$ cat src/hw/rtl/wdt_pkg.sv
// ----------------------------------------------------------------------------
// wdt_pkg: shared types and constants of the watchdog timer
// Control register bit positions, item codes, controller states and the
// command and status groups between the controller and the datapath.
// ----------------------------------------------------------------------------
package wdt_pkg;

  // Configuration register widths and reset values.
  localparam int unsigned CpuFreqW     = 32;
  localparam int unsigned WdtFreqW     = 20;
  localparam logic [CpuFreqW-1:0] CpuFreqReset = 32'd16000000;
  localparam logic [WdtFreqW-1:0] WdtFreqReset = 20'd128000;

  // Default parameter values.
  localparam int unsigned CountWidthDef   = 52;
  localparam int unsigned UnlockCyclesDef = 4;

  // Timeout length arithmetic: cpu_freq << (p + 11), p at most 9.
  localparam int unsigned PrescaleMax = 9;
  localparam int unsigned ShiftBase   = 11;
  localparam int unsigned DividendW   = CpuFreqW + PrescaleMax + ShiftBase;
  localparam int unsigned DivCntW     = $clog2(DividendW);

  // Control register bit positions.
  localparam int unsigned BitIf = 7;
  localparam int unsigned BitIe = 6;
  localparam int unsigned BitP3 = 5;
  localparam int unsigned BitCe = 4;
  localparam int unsigned BitRe = 3;
  localparam logic [7:0] PrescaleMask = 8'h27;

  // Item codes.
  typedef enum logic [2:0] {
    FUNC_TICK  = 3'd0,
    FUNC_WRITE = 3'd1,
    FUNC_KICK  = 3'd2,
    FUNC_ACK   = 3'd3,
    FUNC_RESET = 3'd4
  } func_e;

  // What an item does to the timer.
  typedef enum logic [1:0] {
    ACT_KEEP,
    ACT_DEC,
    ACT_STOP,
    ACT_RESTART
  } timer_act_e;

  // Controller states.
  typedef enum logic {
    ST_IDLE,
    ST_DIVIDE
  } ctrl_state_e;

  // Commands from the controller to the datapath.
  typedef struct packed {
    logic accept;
    logic div_step;
    logic div_last;
  } wdt_cmd_t;

  // Status from the datapath to the controller.
  typedef struct packed {
    logic need_div;
    logic out_free;
  } wdt_status_t;

endpackage

$ cat src/hw/rtl/wdt_ctrl.sv
// ----------------------------------------------------------------------------
// wdt_ctrl: sequencing controller of the watchdog timer
// Accepts words when the datapath can take them and steps the timeout
// divider one quotient bit per cycle after a timer restart.
// ----------------------------------------------------------------------------
module wdt_ctrl (
  input  logic                 clk_i,
  input  logic                 rst_ni,
  input  logic                 s_valid_i,
  output logic                 s_ready_o,
  input  wdt_pkg::wdt_status_t status_i,
  output wdt_pkg::wdt_cmd_t    cmd_o
);
  import wdt_pkg::*;

  ctrl_state_e        state_q, state_d;
  logic [DivCntW-1:0] cnt_q;

  // State register and divide step counter.
  always_ff @(posedge clk_i or negedge rst_ni) begin
    if (!rst_ni) begin
      state_q <= ST_IDLE;
      cnt_q   <= '0;
    end else begin
      state_q <= state_d;
      if (cmd_o.accept) begin
        cnt_q <= '0;
      end else if (cmd_o.div_step) begin
        cnt_q <= cnt_q + 1'b1;
      end
    end
  end

  // Next state and commands.
  always_comb begin
    state_d         = state_q;
    s_ready_o       = 1'b0;
    cmd_o.accept    = 1'b0;
    cmd_o.div_step  = 1'b0;
    cmd_o.div_last  = 1'b0;
    case (state_q)
      ST_IDLE: begin
        s_ready_o    = status_i.out_free;
        cmd_o.accept = s_valid_i && status_i.out_free;
        if (cmd_o.accept && status_i.need_div) begin
          state_d = ST_DIVIDE;
        end
      end
      ST_DIVIDE: begin
        cmd_o.div_step = 1'b1;
        if (cnt_q == DivCntW'(DividendW - 1)) begin
          cmd_o.div_last = 1'b1;
          state_d        = ST_IDLE;
        end
      end
      default: begin
        state_d = ST_IDLE;
      end
    endcase
  end

endmodule

$ cat src/hw/rtl/wdt_datapath.sv
// ----------------------------------------------------------------------------
// wdt_datapath: control register, timer and timeout divider
// Decodes each word against the control register, counts the timer down,
// holds the result word and computes timeout lengths by restoring division.
// ----------------------------------------------------------------------------
module wdt_datapath #(
  parameter int unsigned CountWidth   = wdt_pkg::CountWidthDef,
  parameter int unsigned UnlockCycles = wdt_pkg::UnlockCyclesDef
) (
  input  logic                            clk_i,
  input  logic                            rst_ni,
  input  wdt_pkg::wdt_cmd_t               cmd_i,
  output wdt_pkg::wdt_status_t            status_o,
  input  logic [wdt_pkg::CpuFreqW-1:0]    cpu_freq_i,
  input  logic [wdt_pkg::WdtFreqW-1:0]    wdt_freq_i,
  input  logic [2:0]                      func_i,
  input  logic [7:0]                      write_value_i,
  input  logic                            reset_flag_set_i,
  input  logic                            reset_by_watchdog_i,
  input  logic                            m_ready_i,
  output logic                            m_valid_o,
  output logic [7:0]                      control_value_o,
  output logic                            irq_raise_o,
  output logic                            reset_request_o
);
  import wdt_pkg::*;

  localparam int unsigned UnlockW = $clog2(UnlockCycles + 1);
  localparam int unsigned ExtW    = (CountWidth > DividendW) ? CountWidth : DividendW;

  // Architectural state.
  logic [7:0]            ctrl_q, ctrl_d;
  logic                  running_q;
  logic [CountWidth-1:0] count_q;
  logic [UnlockW-1:0]    unlock_q, unlock_d;

  // Result word.
  logic       out_valid_q;
  logic [7:0] out_ctrl_q;
  logic       out_irq_q, out_irq_d;
  logic       out_rst_q, out_rst_d;

  // Divider.
  logic [DividendW-1:0] quo_q, quo_d;
  logic [WdtFreqW-1:0]  rem_q, rem_d;
  logic [WdtFreqW-1:0]  divisor_q;
  logic [WdtFreqW:0]    rem_shift;
  logic [WdtFreqW:0]    rem_diff;
  logic                 quo_bit;
  logic [ExtW-1:0]      quo_ext;
  logic [CountWidth-1:0] len;

  func_e      func;
  timer_act_e act;
  logic [7:0] v;
  logic       unlocked;
  logic [3:0] presc;
  logic       len_zero;

  assign func     = func_e'(func_i);
  assign unlocked = (unlock_q != '0);

  // Item decode: next control register, unlock window and timer action.
  always_comb begin
    ctrl_d    = ctrl_q;
    unlock_d  = unlock_q;
    act       = ACT_KEEP;
    out_irq_d = 1'b0;
    out_rst_d = 1'b0;
    v         = write_value_i;
    case (func)
      FUNC_TICK: begin
        if (unlocked) begin
          unlock_d = unlock_q - 1'b1;
          if (unlock_q == UnlockW'(1)) begin
            ctrl_d[BitCe] = 1'b0;
          end
        end
        if (running_q) begin
          if (count_q == CountWidth'(1)) begin
            act = ACT_STOP;
            if (ctrl_d[BitIe] && !ctrl_d[BitIf]) begin
              ctrl_d[BitIf] = 1'b1;
              out_irq_d     = 1'b1;
              act           = ACT_RESTART;
            end else if (ctrl_d[BitRe] || ctrl_d[BitIf]) begin
              out_rst_d = 1'b1;
            end
          end else begin
            act = ACT_DEC;
          end
        end
      end
      FUNC_WRITE: begin
        if (reset_flag_set_i) begin
          v[BitRe] = 1'b1;
        end
        if (unlocked) begin
          v[BitCe] = 1'b1;
        end else begin
          v = (v & ~PrescaleMask) | (ctrl_q & PrescaleMask);
          if (ctrl_q[BitRe]) begin
            v[BitRe] = 1'b1;
          end
        end
        // Writing one to the interrupt flag clears it, zero keeps it.
        ctrl_d        = v;
        ctrl_d[BitIf] = v[BitIf] ? 1'b0 : ctrl_q[BitIf];
        if (unlocked) begin
          if (((v ^ ctrl_q) & PrescaleMask) != 8'h00) begin
            act = ACT_RESTART;
          end
          if (ctrl_q[BitRe] && !v[BitRe]) begin
            act = ACT_STOP;
          end
        end else if (v[BitCe] && v[BitRe]) begin
          unlock_d = UnlockW'(UnlockCycles);
        end
        // A rising reset or interrupt enable restarts the timer.
        if ((v[BitRe] && !ctrl_q[BitRe]) || (v[BitIe] && !ctrl_q[BitIe])) begin
          act = ACT_RESTART;
        end
      end
      FUNC_KICK: begin
        if (running_q) begin
          act = ACT_RESTART;
        end
      end
      FUNC_ACK: begin
        ctrl_d[BitIf] = 1'b0;
        ctrl_d[BitIe] = 1'b0;
        act           = ACT_RESTART;
      end
      FUNC_RESET: begin
        unlock_d = '0;
        if (reset_by_watchdog_i) begin
          ctrl_d        = 8'h00;
          ctrl_d[BitRe] = 1'b1;
          act           = ACT_RESTART;
        end else begin
          ctrl_d = 8'h00;
          act    = ACT_STOP;
        end
      end
      default: begin
        act = ACT_KEEP;
      end
    endcase
  end

  // A restart needs the divider unless the length is known to be zero.
  assign presc    = {ctrl_d[BitP3], ctrl_d[2:0]};
  assign len_zero = (presc > 4'(PrescaleMax)) || (wdt_freq_i == '0);

  assign status_o.need_div = (act == ACT_RESTART) && !len_zero;
  assign status_o.out_free = !out_valid_q || m_ready_i;

  // Restoring division step: one quotient bit per cycle.
  always_comb begin
    rem_shift = {rem_q, quo_q[DividendW-1]};
    rem_diff  = rem_shift - {1'b0, divisor_q};
    quo_bit   = (rem_shift >= {1'b0, divisor_q});
    rem_d     = quo_bit ? rem_diff[WdtFreqW-1:0] : rem_shift[WdtFreqW-1:0];
    quo_d     = {quo_q[DividendW-2:0], quo_bit};
  end

  // Saturate the quotient to the counter width.
  always_comb begin
    quo_ext = ExtW'(quo_d);
    if (quo_ext > ExtW'({CountWidth{1'b1}})) begin
      len = '1;
    end else begin
      len = quo_ext[CountWidth-1:0];
    end
  end

  // Divider operands, loaded when a word is taken.
  always_ff @(posedge clk_i) begin
    if (cmd_i.accept) begin
      quo_q     <= DividendW'(cpu_freq_i) << (5'(presc) + 5'(ShiftBase));
      rem_q     <= '0;
      divisor_q <= wdt_freq_i;
    end else if (cmd_i.div_step) begin
      quo_q <= quo_d;
      rem_q <= rem_d;
    end
  end

  // Control register, unlock window and timer.
  always_ff @(posedge clk_i or negedge rst_ni) begin
    if (!rst_ni) begin
      ctrl_q    <= '0;
      unlock_q  <= '0;
      running_q <= 1'b0;
      count_q   <= '0;
    end else begin
      if (cmd_i.accept) begin
        ctrl_q   <= ctrl_d;
        unlock_q <= unlock_d;
        case (act)
          ACT_DEC: begin
            count_q <= count_q - 1'b1;
          end
          ACT_STOP, ACT_RESTART: begin
            running_q <= 1'b0;
            count_q   <= '0;
          end
          default: begin
            count_q <= count_q;
          end
        endcase
      end
      if (cmd_i.div_last) begin
        count_q   <= len;
        running_q <= (len != '0);
      end
    end
  end

  // Result word valid flag.
  always_ff @(posedge clk_i or negedge rst_ni) begin
    if (!rst_ni) begin
      out_valid_q <= 1'b0;
    end else if (cmd_i.accept) begin
      out_valid_q <= 1'b1;
    end else if (m_ready_i) begin
      out_valid_q <= 1'b0;
    end
  end

  // Result word payload.
  always_ff @(posedge clk_i) begin
    if (cmd_i.accept) begin
      out_ctrl_q <= ctrl_d;
      out_irq_q  <= out_irq_d;
      out_rst_q  <= out_rst_d;
    end
  end

  assign m_valid_o       = out_valid_q;
  assign control_value_o = out_ctrl_q;
  assign irq_raise_o     = out_irq_q;
  assign reset_request_o = out_rst_q;

endmodule

$ cat src/hw/rtl/watchdog_timer_timed_unlock.sv
// ----------------------------------------------------------------------------
// watchdog_timer_timed_unlock: watchdog timer with timed unlock
// Top level with the configuration registers, the controller and the datapath.
// ----------------------------------------------------------------------------
// Usage:
//   The slave stream carries one word per event: tuser selects tick, register
//   write, kick, interrupt acknowledge or reset; tdata carries the write
//   value and the two status flags. Each word yields one result word on the
//   master stream: the control register, an interrupt strobe and a reset
//   request. Clock frequencies are set through the APB port while idle; the
//   block does not enforce this. A result is registered and appears in the
//   cycle after its word is taken, and a word that does not restart the
//   timer is followed by the next one in the following cycle if the receiver
//   is ready. A word that restarts the timer with a valid prescale and nonzero
//   wdt clock holds tready low until the bit-serial timeout divider is done.
//   After reset the control register, timer and unlock window are cleared and
//   the clock frequencies return to 16 MHz and 128 kHz.
//   While the receiver stalls the result word holds and no new word is taken.
// ----------------------------------------------------------------------------
module watchdog_timer_timed_unlock #(
  parameter int unsigned CountWidth   = wdt_pkg::CountWidthDef,
  parameter int unsigned UnlockCycles = wdt_pkg::UnlockCyclesDef
) (
  input  logic        clk_i,
  input  logic        rst_ni,
  input  logic        s_axis_tvalid,
  output logic        s_axis_tready,
  // tdata: write_value[7:0], reset_flag_set[8], reset_by_watchdog[9], zeros
  input  logic [15:0] s_axis_tdata,
  // tuser: func[2:0]
  input  logic [2:0]  s_axis_tuser,
  output logic        m_axis_tvalid,
  input  logic        m_axis_tready,
  // tdata: control_value[7:0], irq_raise[8], reset_request[9], zeros
  output logic [15:0] m_axis_tdata,
  input  logic        psel,
  input  logic        penable,
  input  logic        pwrite,
  input  logic [2:0]  paddr,
  input  logic [31:0] pwdata,
  output logic [31:0] prdata,
  output logic        pready
);
  import wdt_pkg::*;

  logic [CpuFreqW-1:0] cpu_freq_q;
  logic [WdtFreqW-1:0] wdt_freq_q;
  logic                cfg_we;
  wdt_cmd_t            cmd;
  wdt_status_t         status;
  logic [7:0]          control_value;
  logic                irq_raise;
  logic                reset_request;

  // Configuration registers, one per word address.
  assign pready = 1'b1;
  assign cfg_we = psel && penable && pwrite;

  always_ff @(posedge clk_i or negedge rst_ni) begin
    if (!rst_ni) begin
      cpu_freq_q <= CpuFreqReset;
      wdt_freq_q <= WdtFreqReset;
    end else if (cfg_we) begin
      if (paddr[2]) begin
        wdt_freq_q <= pwdata[WdtFreqW-1:0];
      end else begin
        cpu_freq_q <= pwdata[CpuFreqW-1:0];
      end
    end
  end

  assign prdata = paddr[2] ? 32'(wdt_freq_q) : cpu_freq_q;

  wdt_ctrl u_ctrl (
    .clk_i     (clk_i),
    .rst_ni    (rst_ni),
    .s_valid_i (s_axis_tvalid),
    .s_ready_o (s_axis_tready),
    .status_i  (status),
    .cmd_o     (cmd)
  );

  wdt_datapath #(
    .CountWidth   (CountWidth),
    .UnlockCycles (UnlockCycles)
  ) u_datapath (
    .clk_i               (clk_i),
    .rst_ni              (rst_ni),
    .cmd_i               (cmd),
    .status_o            (status),
    .cpu_freq_i          (cpu_freq_q),
    .wdt_freq_i          (wdt_freq_q),
    .func_i              (s_axis_tuser),
    .write_value_i       (s_axis_tdata[7:0]),
    .reset_flag_set_i    (s_axis_tdata[8]),
    .reset_by_watchdog_i (s_axis_tdata[9]),
    .m_ready_i           (m_axis_tready),
    .m_valid_o           (m_axis_tvalid),
    .control_value_o     (control_value),
    .irq_raise_o         (irq_raise),
    .reset_request_o     (reset_request)
  );

  assign m_axis_tdata = {6'b000000, reset_request, irq_raise, control_value};

endmodule

$ cat config.mk
export PLATFORM = sky130hd
export DESIGN_NAME = watchdog_timer_timed_unlock
export DESIGN_NICKNAME = d
export VERILOG_FILES = /design/src/hw/rtl/wdt_pkg.sv /design/src/hw/rtl/wdt_ctrl.sv /design/src/hw/rtl/wdt_datapath.sv /design/src/hw/rtl/watchdog_timer_timed_unlock.sv
export SDC_FILE = /design/constraint.sdc
export NUM_CORES = 1
export LEC_CHECK = 0
export ABC_AREA = 1
export BUFFER_PORTS_ARGS = -buffer_cell sky130_fd_sc_hd__clkbuf_2
export CORE_MARGIN = 10
export CORE_UTILIZATION = 65
export CTS_BUF_LIST = sky130_fd_sc_hd__clkbuf_2
export DETAILED_ROUTE_END_ITERATION = 6
export PLACE_DENSITY = 0.85
export SLEW_MARGIN = 5
export SYNTH_ARGS = -nofsm -noshare
export SYNTH_HDL_FRONTEND = slang
export SYNTH_SLANG_ARGS = --single-unit
$ cat constraint.sdc
create_clock -name clk_i -period 8.27 [get_ports clk_i]
set_input_delay 0.827 -clock clk_i [delete_from_list [all_inputs] [get_ports clk_i]]
set_output_delay 0.827 -clock clk_i [all_outputs]
set_load 0.005 [all_outputs]
==> flow_metrics.py <==
metrics = {
    "outcome": {
        "outcome": "complete, no violations",
    },
    "synth": {
        "ys.flop_type": "dfrtp_1",
        "synth_enable_flop_cells": 82,
        "synth_top_area_share_pct": 18.10,
        "netlist_area_um2": 15340,
        "synth.avg_cell_area_um2": 6.868,
        "ys_warn_count": 0,
        "syn_inst": 2234,
        "post_synth_num_cell_types": 47,
        "ys_seq_area_share_pct": 38.99,
        "ys_ff_latch": 226,
        "synth_top_area_cell": "dfrtp_1",
        "synthArstFlopShare_pct": 54.87,
        "synth.area.top_cells": "dfrtp_1, nand2_1, edfxtp_1",
    },
    "global_route": {
        "grt_max_degree": 66,
        "overflow": 0,
        "grt_pass1_vias": 14520,
        "antenna_found_initial": 2,
        "track_usage_pct": 30.21,
        "grt_pass1_wl_um": 75530,
    },
    "placement": {
        "place_hpwl_um": 33450,
        "preCtsSetupSlack_ns": 2.918,
        "io_buffers": 96,
        "gp_congestion": 0.9689,
    },
    "power_and_ir_drop": {
        "vdd_drop_max_mv": 0.1625,
        "p_leak_uw": 0.007692,
        "cellPowerDensity_nw_per_um2": 223.6,
        "p_total_uw": 3650,
    },
    "timing": {
        "finalCritPeriodShare_pct": 58.71,
        "skew_ns": 0.09359,
        "relSlewSlack_pct": 16.37,
        "clock.fmax_mhz": 206.0,
        "setup_slack_ns": 3.415,
        "fin_setup_tns_ns": 0,
        "setup_viol": 0,
        "hold_viol": 0,
        "rsz0062_at_grt": "no",
        "drv_slew": 0,
        "tightest_slew_ns": 1.251,
        "min_period_ns": 4.855,
    },
    "die": {
        "ios": 112,
        "core_area_um2": 23330,
        "die_w_um": 173.6,
        "start_util_pct": 65.76,
        "die_h_um": 173.6,
        "die_area_um2": 30150,
        "rows": 56,
    },
    "critical_path": {
        "startpoint_type": "flop",
        "r2r_cells": 16,
        "path_max_fanout": 39,
        "required_ns": 8.85,
        "critPathLaunch": "u_datapath.unlock_q[0]",
        "timing.rr.end": "u_datapath.quo_q[47]",
        "rr_startpoint": "u_datapath.unlock_q[0]",
        "crit_end": "u_datapath.quo_q[47]",
        "worstSetupPathType": "reg2reg",
        "end_kind": "flop",
        "arrival_ns": 5.44,
        "reg2reg_slack_ns": 3.41,
    },
    "clocking": {
        "numCtsBuffers": 58,
        "clk_pin_slew_ns": 0.11,
        "cts.sinks": 226,
        "clk_latency_ns": 0.92,
        "cts_tree": "done",
        "max-clock-path-buffers": 3,
        "post_cts_resized": 0,
        "cts-root-buf": "clkbuf_2",
        "htree_levels": 2,
    },
    "route": {
        "drc_errors": 0,
        "ant_nets": 0,
        "wire_per_inst_um": 17.58,
        "drt-total-wl_um": 46820,
        "first_pass_iters": 6,
        "drt_iter0_markers": 2205,
        "via_per_inst": 5.974,
        "vias": 15910,
    },
    "worst_hold_path": {
        "hold_class": "in2reg",
    },
    "layout": {
        "layout_commonest_cell": "nand2_1",
        "multi_input_area_um2": 8082,
        "area_delta_synth_final_pct": 6.418,
        "register_area_um2": 5982,
        "fin_nets": 2383,
        "drive_gt1_share_pct": 11.35,
        "final.fill_count": 2116,
        "final_cell_mix": "nand2_1, nand3_1, nor2_1, clkbuf_2, inv_1",
    },
    "run": {
        "cap_violations": 0,
    },
}
[sequential cells by signal (all words and copies together), names as in the netlist, 3 cells and up]
signal and flops:
u_datapath.divisor_q 20, u_datapath.ctrl_q 8, u_datapath.quo_q 52, u_datapath.rem_q 20
cpu_freq_q 32, u_datapath.control_value_o 8, u_datapath.unlock_q 3, wdt_freq_q 20
u_ctrl.cnt_q 6, u_datapath.count_q 52
[synthesized netlist by cell type, types with 2 or more instances]
cell type and count:
nand2_1 698, nand3_1 415, nor2_1 188, inv_1 181, dfrtp_1 111, o21ai_0 98
edfxtp_1 82, nand4_1 76, clkbuf_1 49, a21oi_1 48, buf_2 29, ha_1 28
xor2_1 25, buf_4 24, dfxtp_1 20, xnor2_1 17, dfstp_2 13, nor4_1 13
inv_2 12, nor3_1 12, nand2_2 10, o21ai_1 10, or2_2 9, buf_1 8
nand3b_1 8, nor2_2 7, a22oi_1 5, nand3_2 5, buf_6 4, o211ai_1 4
a211oi_1 2, a21o_1 2, a31oi_1 2, and2_1 2, conb_1 2, o21a_1 2
o21ai_2 2, o31ai_1 2
[final cells by class]
type	instances	area share [%]
Clock buffer	91	2.789
Clock inverter	19	0.6284
Inverter	194	4.460
Multi-Input combinational cell	1705	49.50
Sequential cell	226	36.64
Tap cell	319	2.445
Antenna cell	1	0.01533
Timing Repair Buffer	108	3.525
[per-stage QoR]
step           std cells  cell area, um^2  util [%]  hold WS, ns
4_1_cts             2662            16320     69.96       0.1237
3_5_place_dp        2551            15760     67.53       0.4605
5_1_grt             2663            16330     69.98       0.1348
6_report            2663            16330     69.98       0.1453
2_1_floorplan       2239            15360         -       0.4419
3_3_place_gp        2551            15760     67.53       0.4564
[cell families (layout without fill, tap and decap cells)]
logic type	after synthesis	after routing	synth area share, %
buffers and inverters	308	412	8.555
AND/OR/NAND/NOR	1446	1446	41.26
other	2	8	0.04895
XOR/XNOR	42	42	2.398
flip-flops	226	226	38.99
AO/OA/AOI/OAI	181	181	6.337
adder cells (fa/ha/maj)	29	29	2.414
[timing repair]
item	4_1_cts	5_1_grt
setup buffers	0	0
hold endpoints to repair	5	0
hold buffers	1	0
[routing by layer]
layer | wire (um) | global-route usage, %
met1 | 20290 | 43.51
met2 | 20630 | 45.53
met3 | 4773 | 5.598
met4 | 1118 | 8.550
met5 | 12 | 0
[worst max-delay path, cell delays in order (launching register included)]
cell and delay, ns:
dfrtp_1 0.40, inv_1 0.12, ha_1 0.21, nand2_2 0.19
nand2_1 0.13, nand3_2 0.53, nand2_1 0.21, buf_4 0.40
inv_1 0.13, ha_1 0.33, buf_4 0.25, inv_1 0.78
nand3_1 0.25, nand3_1 0.20, nand3_1 0.13, nand3_1 0.22
o21ai_1 0.08
[how the worst min path moves through the flow]
stage / from / to / slack [ns] / cells after the start
2_1_floorplan: u_datapath.running_q / u_datapath.running_q / 0.44 / 2
3_3_place_gp: u_datapath.running_q / u_datapath.running_q / 0.46 / 2
3_5_place_dp: u_datapath.rem_q[15] / u_datapath.rem_q[15] / 0.46 / 2
4_1_cts: pwdata[12] / wdt_freq_q[12] / 0.12 / 3
5_1_grt: pwdata[13] / wdt_freq_q[13] / 0.13 / 3
6_report: pwdata[12] / wdt_freq_q[12] / 0.15 / 3
[where the power goes]
group          internal (uW)  total, uW  switching, uW
clock                    325        816            491
sequential              1420       1640            219
combinational            437       1190            755
total                   2190       3650           1460
Note: power is estimated with default switching activity, not from simulation.
